==> config.mk <==
export PLATFORM = sky130hd
export DESIGN_NAME = software_timer_bank_flat
export DESIGN_NICKNAME = d
export VERILOG_FILES = /design/src/sv/stb_pkg.sv /design/src/sv/stb_if.sv /design/src/sv/stb_ram.sv /design/src/sv/software_timer_bank.sv /design/src/flat_wrapper.sv
export VERILOG_INCLUDE_DIRS = /design/src /design/src/sv
export SDC_FILE = /design/constraint.sdc
export NUM_CORES = 1
export LEC_CHECK = 0
export BUFFER_PORTS_ARGS = -buffer_cell sky130_fd_sc_hd__clkbuf_2
export CAP_MARGIN = 25
export CORE_MARGIN = 5
export CORE_UTILIZATION = 60
export DETAILED_ROUTE_END_ITERATION = 16
export GPL_TIMING_DRIVEN = 0
export PLACE_DENSITY = 0.86
export SETUP_SLACK_MARGIN = 0.3
export SLEW_MARGIN = 5
export SYNTH_ARGS = -nofsm -noshare
export SYNTH_HDL_FRONTEND = slang
export SYNTH_SLANG_ARGS = --single-unit
==> constraint.sdc <==
create_clock -name clk -period 9.75 [get_ports clk]
set_clock_uncertainty 0.1 [all_clocks]
set_input_delay 0.4875 -clock clk [delete_from_list [all_inputs] [get_ports clk]]
set_output_delay 0.4875 -clock clk [all_outputs]
set_load 0.1 [all_outputs]
==> src/sv/assert_macros.svh <==
// Assertion macros shared by the timer bank RTL.
// Needs a clock named clk and an active-low reset named arst_n in scope.
`ifndef ASSERT_MACROS_SVH
`define ASSERT_MACROS_SVH
`ifndef ASSERT_OFF
`define STB_ASSERT(lbl, prop) \
	lbl: assert property (@(posedge clk) disable iff (!arst_n) prop) \
		else $error("timer bank assertion failed");
`define STB_ASSERT_ALWAYS(lbl, prop) \
	lbl: assert property (@(posedge clk) prop) \
		else $error("timer bank assertion failed");
`else
`define STB_ASSERT(lbl, prop)
`define STB_ASSERT_ALWAYS(lbl, prop)
`endif
`endif

==> src/sv/stb_pkg.sv <==
// Types and constants of the timer bank: timer modes, commands, sequencer states.
// No dependencies.
package stb_pkg;

	localparam int MAX_REPORTS = 8;
	localparam int REP_W       = $clog2(MAX_REPORTS + 1);

	typedef enum logic [1:0] {
		MODE_STOP  = 2'd0,
		MODE_RUN   = 2'd1,
		MODE_START = 2'd2,
		MODE_RESET = 2'd3
	} mode_t;

	typedef enum logic {
		CMD_TICK  = 1'b0,
		CMD_WRITE = 1'b1
	} cmd_t;

	typedef enum logic [2:0] {
		ST_IDLE,
		ST_RD,
		ST_EXEC,
		ST_FLUSH,
		ST_WRD,
		ST_WWR
	} state_t;

endpackage

==> src/sv/stb_if.sv <==
// Valid/ready channel interfaces of the timer bank: command words in, reports out.
// No dependencies.
interface stb_item_if;
	logic        valid;
	logic        ready;
	logic        command;
	logic [2:0]  timer_index;
	logic [15:0] load_value;
	logic        restart_flag;
	logic [1:0]  write_mode;
	logic        notify_enable;

	modport source (output valid, command, timer_index, load_value, restart_flag,
		write_mode, notify_enable, input ready);
	modport sink (input valid, command, timer_index, load_value, restart_flag,
		write_mode, notify_enable, output ready);
endinterface

interface stb_report_if;
	logic       valid;
	logic       ready;
	logic [2:0] fired_timer;
	logic       last;

	modport source (output valid, fired_timer, last, input ready);
	modport sink (input valid, fired_timer, last, output ready);
endinterface

==> src/sv/stb_ram.sv <==
// Generic single-write, single-read RAM with registered read data.
// No dependencies.
module stb_ram #(
	parameter int WIDTH = 36,
	parameter int DEPTH = 8
) (
	input  logic                                   clk,
	input  logic                                   we,
	input  logic [(DEPTH > 1 ? $clog2(DEPTH) : 1)-1:0] waddr,
	input  logic [WIDTH-1:0]                       wdata,
	input  logic                                   re,
	input  logic [(DEPTH > 1 ? $clog2(DEPTH) : 1)-1:0] raddr,
	output logic [WIDTH-1:0]                       rdata
);

	logic [WIDTH-1:0] mem [DEPTH];

	always_ff @(posedge clk) begin
		if (we) begin
			mem[waddr] <= wdata;
		end
		if (re) begin
			rdata <= mem[raddr];
		end
	end

endmodule

==> src/sv/software_timer_bank.sv <==
// Timer bank top level: sequencer, shared decrementer and report register.
// Depends on stb_pkg, stb_if, stb_ram and assert_macros.svh.
//
// Usage:
//   item channel (valid/ready) takes one word: a write of one timer entry or a tick.
//   report channel (valid/ready) gives one word per expiry report of a tick, with
//   last set on the final report of that tick; a tick with no reports gives none.
//   A write reads the entry, then merges and writes it back; a write to an index
//   beyond the bank changes nothing.
//   A tick walks the bank: each entry is read from the entry RAM, then updated by the
//   one shared decrementer and written back, one entry at a time.
//   The report register first loads when the second reporting entry is updated, or
//   in the flush state after the walk; item.ready is low while a word is in progress.
//   A stalled report sink holds the walk at the next reporting entry and at the end.
//   Reset puts every timer in stop mode with zero count, reload and flags
//   (per-entry valid bits, no clearing pass); the block is ready at once.
`include "assert_macros.svh"

module software_timer_bank import stb_pkg::*; #(
	parameter int NUM_TIMERS  = 8,
	parameter int COUNT_WIDTH = 16
) (
	input  logic            clk,
	input  logic            arst_n,
	stb_item_if.sink        item,
	stb_report_if.source    report
);

	localparam int IW = (NUM_TIMERS > 1) ? $clog2(NUM_TIMERS) : 1;

	typedef struct packed {
		mode_t                  mode;
		logic [COUNT_WIDTH-1:0] count;
		logic [COUNT_WIDTH-1:0] reload;
		logic                   restart;
		logic                   notify;
	} entry_t;

	localparam int EW = $bits(entry_t);

	state_t                 state_q, state_d;
	logic [IW-1:0]          idx_q;
	logic [REP_W-1:0]       rep_cnt_q;
	logic                   pend_q;
	logic [2:0]             pend_idx_q;
	logic                   out_valid_q;
	logic [2:0]             fired_q;
	logic                   last_q;
	logic [IW-1:0]          wr_idx_q;
	logic [COUNT_WIDTH-1:0] wr_load_q;
	logic                   wr_restart_q;
	logic                   wr_notify_q;
	mode_t                  wr_mode_q;
	logic [NUM_TIMERS-1:0]  vld_q;
	logic                   vld_rd_q;

	logic [EW-1:0]          ram_rdata;
	logic [EW-1:0]          ram_wdata;
	logic                   ram_we, ram_re;
	logic [IW-1:0]          ram_waddr, ram_raddr;

	entry_t                 cur, nxt;
	logic                   expired, fire, out_free, idx_last, advance, load_out;
	logic                   acc, win_ok;
	logic [COUNT_WIDTH-1:0] dec_in, dec_out;
	logic [6:0]             win, idx_w;
	logic [31:0]            load_w;

	stb_ram #(
		.WIDTH (EW),
		.DEPTH (NUM_TIMERS)
	) u_entry_ram (
		.clk   (clk),
		.we    (ram_we),
		.waddr (ram_waddr),
		.wdata (ram_wdata),
		.re    (ram_re),
		.raddr (ram_raddr),
		.rdata (ram_rdata)
	);

	assign cur      = vld_rd_q ? entry_t'(ram_rdata) : '0;
	assign win      = 7'(item.timer_index);
	assign win_ok   = win < 7'(NUM_TIMERS);
	assign load_w   = 32'(item.load_value);
	assign idx_w    = 7'(idx_q);
	assign idx_last = idx_q == IW'(NUM_TIMERS - 1);
	assign out_free = !out_valid_q || report.ready;
	assign acc      = item.valid && item.ready;

	// shared decrementer and entry update
	assign expired = (cur.mode == MODE_RUN) && (cur.count == '0);
	assign dec_in  = (expired && cur.restart) ? cur.reload : cur.count;
	assign dec_out = dec_in - COUNT_WIDTH'(1);
	assign fire    = expired && cur.notify && (rep_cnt_q < REP_W'(MAX_REPORTS));

	always_comb begin
		nxt = cur;
		case (cur.mode)
			MODE_RUN: begin
				nxt.count = dec_out;
				if (expired && !cur.restart) begin
					nxt.mode = MODE_STOP;
				end
			end
			MODE_START: begin
				nxt.count = cur.reload;
				nxt.mode  = MODE_RUN;
			end
			MODE_RESET: nxt.mode = MODE_START;
			default: ;
		endcase
	end

	always_comb begin
		state_d = state_q;
		unique case (state_q)
			ST_IDLE: begin
				if (acc) begin
					if (item.command == CMD_WRITE) begin
						state_d = win_ok ? ST_WRD : ST_IDLE;
					end else begin
						state_d = ST_RD;
					end
				end
			end
			ST_RD: state_d = ST_EXEC;
			ST_EXEC: begin
				if (advance) begin
					state_d = idx_last ? ST_FLUSH : ST_RD;
				end
			end
			ST_FLUSH: begin
				if (!pend_q || out_free) begin
					state_d = ST_IDLE;
				end
			end
			ST_WRD: state_d = ST_WWR;
			ST_WWR: state_d = ST_IDLE;
			default: state_d = ST_IDLE;
		endcase
	end

	always_comb begin
		item.ready = 1'b0;
		ram_re     = 1'b0;
		ram_raddr  = idx_q;
		ram_we     = 1'b0;
		ram_waddr  = idx_q;
		ram_wdata  = nxt;
		advance    = 1'b0;
		load_out   = 1'b0;
		unique case (state_q)
			ST_IDLE: item.ready = 1'b1;
			ST_RD: ram_re = 1'b1;
			ST_EXEC: begin
				advance  = !(fire && pend_q) || out_free;
				ram_we   = advance;
				load_out = advance && fire && pend_q;
			end
			ST_FLUSH: load_out = pend_q && out_free;
			ST_WRD: begin
				ram_re    = 1'b1;
				ram_raddr = wr_idx_q;
			end
			ST_WWR: begin
				ram_we    = 1'b1;
				ram_waddr = wr_idx_q;
				ram_wdata = {wr_mode_q, cur.count, wr_load_q, wr_restart_q, wr_notify_q};
			end
			default: ;
		endcase
	end

	always_ff @(posedge clk or negedge arst_n) begin
		if (!arst_n) begin
			state_q     <= ST_IDLE;
			idx_q       <= '0;
			rep_cnt_q   <= '0;
			pend_q      <= 1'b0;
			out_valid_q <= 1'b0;
			vld_q       <= '0;
			vld_rd_q    <= 1'b0;
		end else begin
			state_q <= state_d;
			if (acc && item.command == CMD_TICK) begin
				idx_q     <= '0;
				rep_cnt_q <= '0;
				pend_q    <= 1'b0;
			end else if (advance) begin
				if (!idx_last) begin
					idx_q <= idx_q + IW'(1);
				end
				if (fire) begin
					rep_cnt_q <= rep_cnt_q + REP_W'(1);
					pend_q    <= 1'b1;
				end
			end else if (load_out) begin
				pend_q <= 1'b0;
			end
			if (load_out) begin
				out_valid_q <= 1'b1;
			end else if (report.ready) begin
				out_valid_q <= 1'b0;
			end
			if (ram_we) begin
				vld_q[ram_waddr] <= 1'b1;
			end
			if (ram_re) begin
				vld_rd_q <= vld_q[ram_raddr];
			end
		end
	end

	always_ff @(posedge clk) begin
		if (advance && fire) begin
			pend_idx_q <= idx_w[2:0];
		end
		if (load_out) begin
			fired_q <= pend_idx_q;
			last_q  <= state_q == ST_FLUSH;
		end
		if (acc) begin
			wr_idx_q     <= win[IW-1:0];
			wr_load_q    <= load_w[COUNT_WIDTH-1:0];
			wr_restart_q <= item.restart_flag;
			wr_notify_q  <= item.notify_enable;
			wr_mode_q    <= mode_t'(item.write_mode);
		end
	end

	assign report.valid       = out_valid_q;
	assign report.fired_timer = fired_q;
	assign report.last        = last_q;

	`STB_ASSERT(a_idle_no_pending, (state_q == ST_IDLE) |-> !pend_q)
	`STB_ASSERT(a_report_cap, rep_cnt_q <= REP_W'(MAX_REPORTS))
	`STB_ASSERT(a_load_when_free, load_out |-> out_free)
	`STB_ASSERT_ALWAYS(a_ram_one_access, !(ram_we && ram_re))

endmodule
==> src/flat_wrapper.sv <==
// flat-port wrapper written by rule: the top's interface ports become plain ports
module software_timer_bank_flat import stb_pkg::*;
#(
	parameter int NUM_TIMERS  = 8,
	parameter int COUNT_WIDTH = 16
)
  (clk, arst_n, item_valid, item_command, item_timer_index, item_load_value, item_restart_flag, item_write_mode, item_notify_enable, item_ready, report_valid, report_fired_timer, report_last, report_ready);
  stb_item_if item_i ();
  stb_report_if report_i ();
  input  logic clk;
  input  logic arst_n;
  input wire logic [$bits(item_i.valid)-1:0] item_valid;
  input wire logic [$bits(item_i.command)-1:0] item_command;
  input wire logic [$bits(item_i.timer_index)-1:0] item_timer_index;
  input wire logic [$bits(item_i.load_value)-1:0] item_load_value;
  input wire logic [$bits(item_i.restart_flag)-1:0] item_restart_flag;
  input wire logic [$bits(item_i.write_mode)-1:0] item_write_mode;
  input wire logic [$bits(item_i.notify_enable)-1:0] item_notify_enable;
  output wire logic [$bits(item_i.ready)-1:0] item_ready;
  output wire logic [$bits(report_i.valid)-1:0] report_valid;
  output wire logic [$bits(report_i.fired_timer)-1:0] report_fired_timer;
  output wire logic [$bits(report_i.last)-1:0] report_last;
  input wire logic [$bits(report_i.ready)-1:0] report_ready;
  assign item_i.valid = item_valid;
  assign item_i.command = item_command;
  assign item_i.timer_index = item_timer_index;
  assign item_i.load_value = item_load_value;
  assign item_i.restart_flag = item_restart_flag;
  assign item_i.write_mode = item_write_mode;
  assign item_i.notify_enable = item_notify_enable;
  assign item_ready = item_i.ready;
  assign report_valid = report_i.valid;
  assign report_fired_timer = report_i.fired_timer;
  assign report_last = report_i.last;
  assign report_i.ready = report_ready;
  software_timer_bank #(.NUM_TIMERS(NUM_TIMERS), .COUNT_WIDTH(COUNT_WIDTH)) u_core (.clk(clk), .arst_n(arst_n), .item(item_i), .report(report_i));
endmodule
Word level (Yosys, flattened, before mapping) --
Memories as Yosys holds them, arrays and structs flattened. A register that Yosys moved wholly into a read port is not among the register bits. Index checks and enable logic that the tools add are counted. Widths: inputs -> output; s select.
Word-level totals: word-level logic and storage cells 109, register bits 51, latch bits 0, output and inout port bits 6, memories 1, bits of input ports 28, RAM bits 288, ROM bits 0
Memory list:
- u_core.u_entry_ram.mem | words 8, width 36, read ports 1, clocked after memory_dff 1, write ports 1, RTL line stb_ram.sv:16 | logic [WIDTH-1:0] mem [DEPTH];
Cells by class: multiplexer cells 38, multipliers 0, bitwise gates (word level) 2, reductions and logical operators 31, $add $sub $neg 3, divide/modulo/power cells 0, shifts and indexed selects 0, order comparisons 5, equality and inequality tests 14
Operators with widths (count):
- $mux 36 | 2
- $pmux 16 s2 | 1
- $mux 3 | 10
- $logic_not 16->1 | 1
- $mux 16 | 1
- $sub 16x1->16 const B | 1
- $pmux 3 s5 | 1
- $logic_and 1x1->1 | 13
- $mux 1 | 13
- $lt 3x4->1 const B | 3
- $mux 4 | 3
- $eq 3x3->1 const B | 3
- $or 8x8->8 | 1
- $eq 3x2->1 const B | 2
- $ne 2x1->1 const B | 3
- $pmux 2 s3 | 1
- $reduce_and 2->1 | 3
- $reduce_bool 2->1 | 3
- $add 4x1->4 const B | 1
- $eq 2x2->1 const B | 2
- $logic_not 1->1 | 4
- $lt 4x4->1 const B | 1
- $mux 2 | 2
- $pmux 1 s2 | 2
- 14 further kinds | 16

Depth between registers and ports, before layout --
depth after elaboration 14, gate-level depth with buffers 17, depth with buffers taken out 12

Modules after synthesis --
From an unflattened synthesis, not the netlist that was laid out.
Second synthesis, totals: cells, all modules 915, area, all modules 16064.2 um2
By module, submodules not included:
- stb_ram | area an instance 12223.0 um2, instances 1, cells each 465, seq. area each 9729.3 um2
- software_timer_bank | area an instance 3841.2 um2, instances 1, cells each 450, seq. area each 1426.4 um2

Worst setup path before layout --
OpenSTA, ideal clock, no wires.
kind reg2reg, from register u_core.vld_rd_q, to memory u_core.u_entry_ram.mem[7][0], enable pin, setup time 429 ps, slack 5024 ps, required time 9221 ps, arrival 4196 ps, clock period less this slack 4726 ps, buffers on the path 4, stages on the path, launching flop included 11, path through dfrtp_1 clkbuf_1 clkbuf_1 buf_1 clkbuf_1 nand2_1 ha_1 and4b_1 and3_1 o32a_1 nor2_1
Between the ends: cells in the longest elaborated chain, start to end 11, elaborated cells on any way between the ends 12, those cells by class 1 x eq/ne; 4 x mux; 7 x reduce/logical
Ends and longest elaborated chain:
- start, declared | RTL line software_timer_bank.sv:55 | logic vld_rd_q;
- start signal, assigned | RTL line software_timer_bank.sv:210 | vld_rd_q <= vld_q[ram_raddr];
- $mux 36 * | RTL line software_timer_bank.sv:82 | assign cur = vld_rd_q ? entry_t'(ram_rdata) : '0;
- $logic_not 16->1 or $eq 2x1->1 (tied branches) | RTL line software_timer_bank.sv:92 | assign expired = (cur.mode == MODE_RUN) && (cur.count == '0);
- $logic_and 1x1->1 | RTL line software_timer_bank.sv:92
- $logic_and 1x1->1 * (2 in series) | RTL line software_timer_bank.sv:95 | assign fire = expired && cur.notify && (rep_cnt_q < REP_W'(MAX_REPORTS));
- $logic_and 1x1->1 * | RTL line software_timer_bank.sv:157 | advance = !(fire && pend_q) || out_free;
- $logic_not 1->1 * | RTL line software_timer_bank.sv:157
- $logic_or 1x1->1 * | RTL line software_timer_bank.sv:157
- $pmux 1 s2 * | RTL line software_timer_bank.sv:153 | unique case (state_q)
- $mux 1 * | RTL line stb_ram.sv:19 | if (we) begin
- $mux 1 (implied by the code) * | RTL line stb_ram.sv:20 | mem[waddr] <= wdata;
- end, declared | RTL line stb_ram.sv:16
Every way passes the cells marked *; elsewhere a longest branch is shown, timed or not.

Worst setup path after layout --
from register u_core.vld_rd_q, to memory u_core.u_entry_ram.mem[3][28], data pin
Between the ends: cells in the longest elaborated chain, start to end 8, elaborated cells on any way between the ends 10, those cells by class 1 x add/sub; 2 x eq/ne; 4 x mux; 3 x reduce/logical
Ends and longest elaborated chain:
- $mux 36 * | RTL line software_timer_bank.sv:82
- $logic_not 16->1 or $eq 2x1->1 (tied branches) | RTL line software_timer_bank.sv:92, software_timer_bank.sv:99
- $logic_and 1x1->1 | RTL line software_timer_bank.sv:92
- $logic_and 1x1->1 | RTL line software_timer_bank.sv:93 | assign dec_in = (expired && cur.restart) ? cur.reload : cur.count;
- $mux 16 | RTL line software_timer_bank.sv:93
- $sub 16x1->16 | RTL line software_timer_bank.sv:94 | assign dec_out = dec_in - COUNT_WIDTH'(1);
- $pmux 16 s2 | RTL line software_timer_bank.sv:99 | case (cur.mode)
- $mux 36 * | RTL line software_timer_bank.sv:153
- named net u_core.ram_wdata[28] | RTL line software_timer_bank.sv:58 | logic [EW-1:0] ram_wdata;
Mark *: on every way through the listed nets, which the timed path passes. The rest lies on a longest branch.

==> qor.csv <==
stage,metric,value,unit
die,Die Wd,171,microns
sta,actual slew at the worst max-slew pin,0.992,ns
routing,post-route ant nets,0,
sta,final setup fails,0,
worst_setup_path,WP data required,9.83,ns
power_and_ir_drop,PwrDens,350,mW/mm^2
sta,Hold Fails Final Rpt,0,
synth,syn nets,929,
synth,#FFs+latches synth,375,
routing,drc violations,0,
die,core area,0.0258,sq mm
final_layout,multi-input combinational cell area,0.00426,sq mm
sta,final worst slack,3.40,ns
synth,Mapped Cells,894,
final_layout,post-route cell area,0.0178,sq mm
final_layout,fin nets,1014,
final_layout,Register Area,0.0112,sq mm
synth,Synth top cells by count,"edfxtp_1, nand2_1, mux4_2",
routing,Vias per Instance,6.93,
routing,DRT Pass-1 Iters,7,
sta,Fin Hold WS,0.0248,ns
clock_tree,CTS tree,yes,
final_layout,fillcell total,1608,
worst_setup_path,Crit path arrival time,6.44,ns
placed_design,I/O Buffers,33,
synth,Mapped Area,0.0156,sq mm
synth,Syn. warnings,0,
flow_run,max-cap violation count,0,
synth,ys async rst share,0.0560,
power_and_ir_drop,total power draw,6.22,mW
placed_design,worst slack at placement,3.80,ns
worst_setup_path,crit path kind,register to register,
synth,Mapped Avg Cell Area,17.5,sq um
clock_tree,Max clock buf depth,3,
placed_design,gpl congestion,1.05,
synth,count of different cell masters after synthesis,62,
final_layout,Non-Filler Instances,1342,
die,Die ar.,0.0293,sq mm
final_layout,share of post-route cells with drive strength above 1,0.232,
final_layout,Diodes inserted,0,
sta,period utilisation layout,0.652,
synth,Post-synth EDFFs,354,
sta,Setup TNS,0,ns
placed_design,placed cells,1273,
die,I/O pin count,34,
routing,DRT Wirelength,37600,microns
synth,largest cells by area after synthesis,"edfxtp_1, mux4_2, dfrtp_1",
clock_tree,PostCTS Resize Cnt,0,
die,Initial Utilization,0.604,
worst_setup_path,largest stage delay on the critical path,0.83,ns
power_and_ir_drop,Pleak,6.00,nW
worst_setup_path,"critical path, cell by cell",clkbuf_1 > clkbuf_1 > buf_1 > clkbuf_1 > nand2_1 > inv_1 > ha_1 > and3_1 > clkbuf_1 > nand2_1 > nor2_1 > a22oi_1 > ha_1 > and4_1 > o31ai_1 > nor2_1 > o31ai_1,
synth,most common cell in the netlist,edfxtp_1,
worst_setup_path,worst-path maximum fanout,10,
global_route,vias in the first global route,9035,
clock_tree,Post-CTS Setup Inserts,0,
hold_path,hold crit path type,input port to register,
worst_setup_path,crit path capture type,register,
global_route,antenna violations before repair,0,
sta,Rel. slew slack,0.338,
power_and_ir_drop,maximum vdd ir drop,0.000282,V
sta,min cycle time layout,6.35,ns
synth,Yosys top cell area share,0.681,
worst_setup_path,"Slowest-stage cell, CP",o31ai_1,
synth,top_reg_cell synth,edfxtp_1,
sta,Slew Limit Fails,0,
routing,DR iter-0 viols,1488,
global_route,total gr overflow,0,
final_layout,post-layout util,0.688,
clock_tree,clk_lat worst skew,0.53,ns
outcome,status,completed,
global_route,gr usage total,0.259,
clock_tree,hold buffer count at CTS,1,
routing,DR WL/cell,28.0,microns
placed_design,Placed Area,0.0165,sq mm
sta,Fmax,157,MHz
die,die span in y,171,microns
routing,vias,9296,
final_layout,Area Growth Syn to Fin,13.9,%
sta,RSZ-0062 raised after global routing,no,
placed_design,hpwl dp,22600,microns
clock_tree,clock root buffer,clkbuf_16,
worst_setup_path,number of buffers and inverters on the critical path,6,
worst_setup_path,CP dominant cell by count,clkbuf_1,
clock_tree,Sink Count,375,
clock_tree,clock slew at reported path FFs,0.06,ns
global_route,pin count of the biggest net entering global routing,22,
synth,sequential area share after synthesis,0.715,
worst_setup_path,Crit path max-delay family,buffers and inverters,
die,Cell Rows,59,
worst_setup_path,kind of start point of the critical path,register,
synth,largest area contributor in the netlist,edfxtp_1,
global_route,first-pass GRT wire length,56100,microns
clock_tree,total CTS buffers,37,
clock_tree,htree depth,2,
cell type report:
cell class                 instances  area share
inverter                           9     0.00190
tap                              335      0.0236
buffer                            46      0.0124
sequential                       375       0.627
timing repair buffer              46      0.0238
clock buffer                      42      0.0531
multi-input combinational        464       0.240
clock inverter                    25      0.0181
placed cells by master, fill, tap and decap left out, types with 4 or more instances in the layout:
master       n
buf_1        6
clkbuf_1    34
o2bb2ai_1    4
xnor2_1      5
nor2_1      25
nand2b_1     6
mux2i_1     11
nor2b_1      6
dfrtp_1     21
clkinv_2    11
mux2_2      36
clkbuf_16   37
edfxtp_1   354
bufinv_16    7
nor4_1       8
nor2_4       9
o21bai_1     8
nand4_1      6
o21ai_0     20
a31oi_1     10
buf_6        5
a22oi_1      5
clkinv_1     4
a32oi_1      8
ha_1         7
buf_2        6
and2_1       6
o22ai_1      4
mux4_2      72
a32o_1       5
buf_12       8
nand2_1     74
and3_1      16
a21oi_1     15
nand3_1     25
nor3_1      15
clkbuf_2    33
inv_1        9
o31ai_1      6
flip-flops by register name, indices dropped and copies added, names as in the netlist, 2 cells and up:
name and flops:
u_core.pend_idx_q 3, u_core.rep_cnt_q 4, u_core.report.fired_timer 3, u_core.wr_mode_q 2, u_core.u_entry_ram.mem 288, u_core.wr_idx_q 3
u_core.u_entry_ram.rdata 36, u_core.idx_q 3, u_core.state_q 3, u_core.wr_load_q 16, u_core.vld_q 8
report_power, final:
group / internal, mW / switching (mW) / leakage [nW] / total [mW]
logic: 0.811 / 1.32 / 1.87 / 2.13
registers: 2.38 / 0.229 / 3.50 / 2.61
clock network: 0.888 / 0.591 / 0.628 / 1.48
total: 4.08 / 2.14 / 6.00 / 6.22
worst paths after layout:
| check | startpoint | to | slack [ns] | cells past startpoint |
|---|---|---|---|---|
| max in group asynchronous | arst_n | u_core.rep_cnt_q[0] | 8.74 | 2 |
| min in group asynchronous | arst_n | u_core.vld_q[3] | 0.41 | 2 |
| worst max register to register | u_core.vld_rd_q | u_core.u_entry_ram.mem[3][28] | 3.40 | 17 |
| worst min-delay path | item_load_value[8] | u_core.wr_load_q[8] | 0.02 | 1 |
| worst min register to register | u_core.pend_idx_q[0] | u_core.report.fired_timer[0] | 0.34 | 0 |
| worst max-delay path | u_core.vld_rd_q | u_core.u_entry_ram.mem[3][28] | 3.40 | 17 |
per-layer routing:
layer	vias to the layer above	part of all wire	global-route usage
met2	681	0.48	0.415
met1	4684	0.38	0.366
met5	-	0	0
li1	3809	-	-
met4	0	0.039	0.0906
met3	122	0.10	0.0506
logic make-up (layout without fill, tap and decap cells):
| family | Yosys count | after routing | synth area share |
|---|---|---|---|
| compound gates | 117 | 117 | 0.0538 |
| xor+xnor | 8 | 8 | 0.00449 |
| fa+ha+maj | 7 | 7 | 0.00561 |
| buf+inv | 55 | 168 | 0.0163 |
| flops | 375 | 375 | 0.715 |
| mux | 119 | 119 | 0.137 |
| simple gates | 213 | 213 | 0.0680 |
worst reg2reg max path: stages (launching register included):
cell      delay, ns
dfrtp_1        0.52
clkbuf_1       0.38
clkbuf_1       0.42
buf_1          0.52
clkbuf_1       0.58
nand2_1        0.16
inv_1          0.12
ha_1           0.27
and3_1         0.19
clkbuf_1       0.36
nand2_1        0.15
nor2_1         0.45
a22oi_1        0.20
ha_1           0.30
and4_1         0.18
o31ai_1        0.17
nor2_1         0.13
o31ai_1        0.83
(Power assumes the default switching activity.)
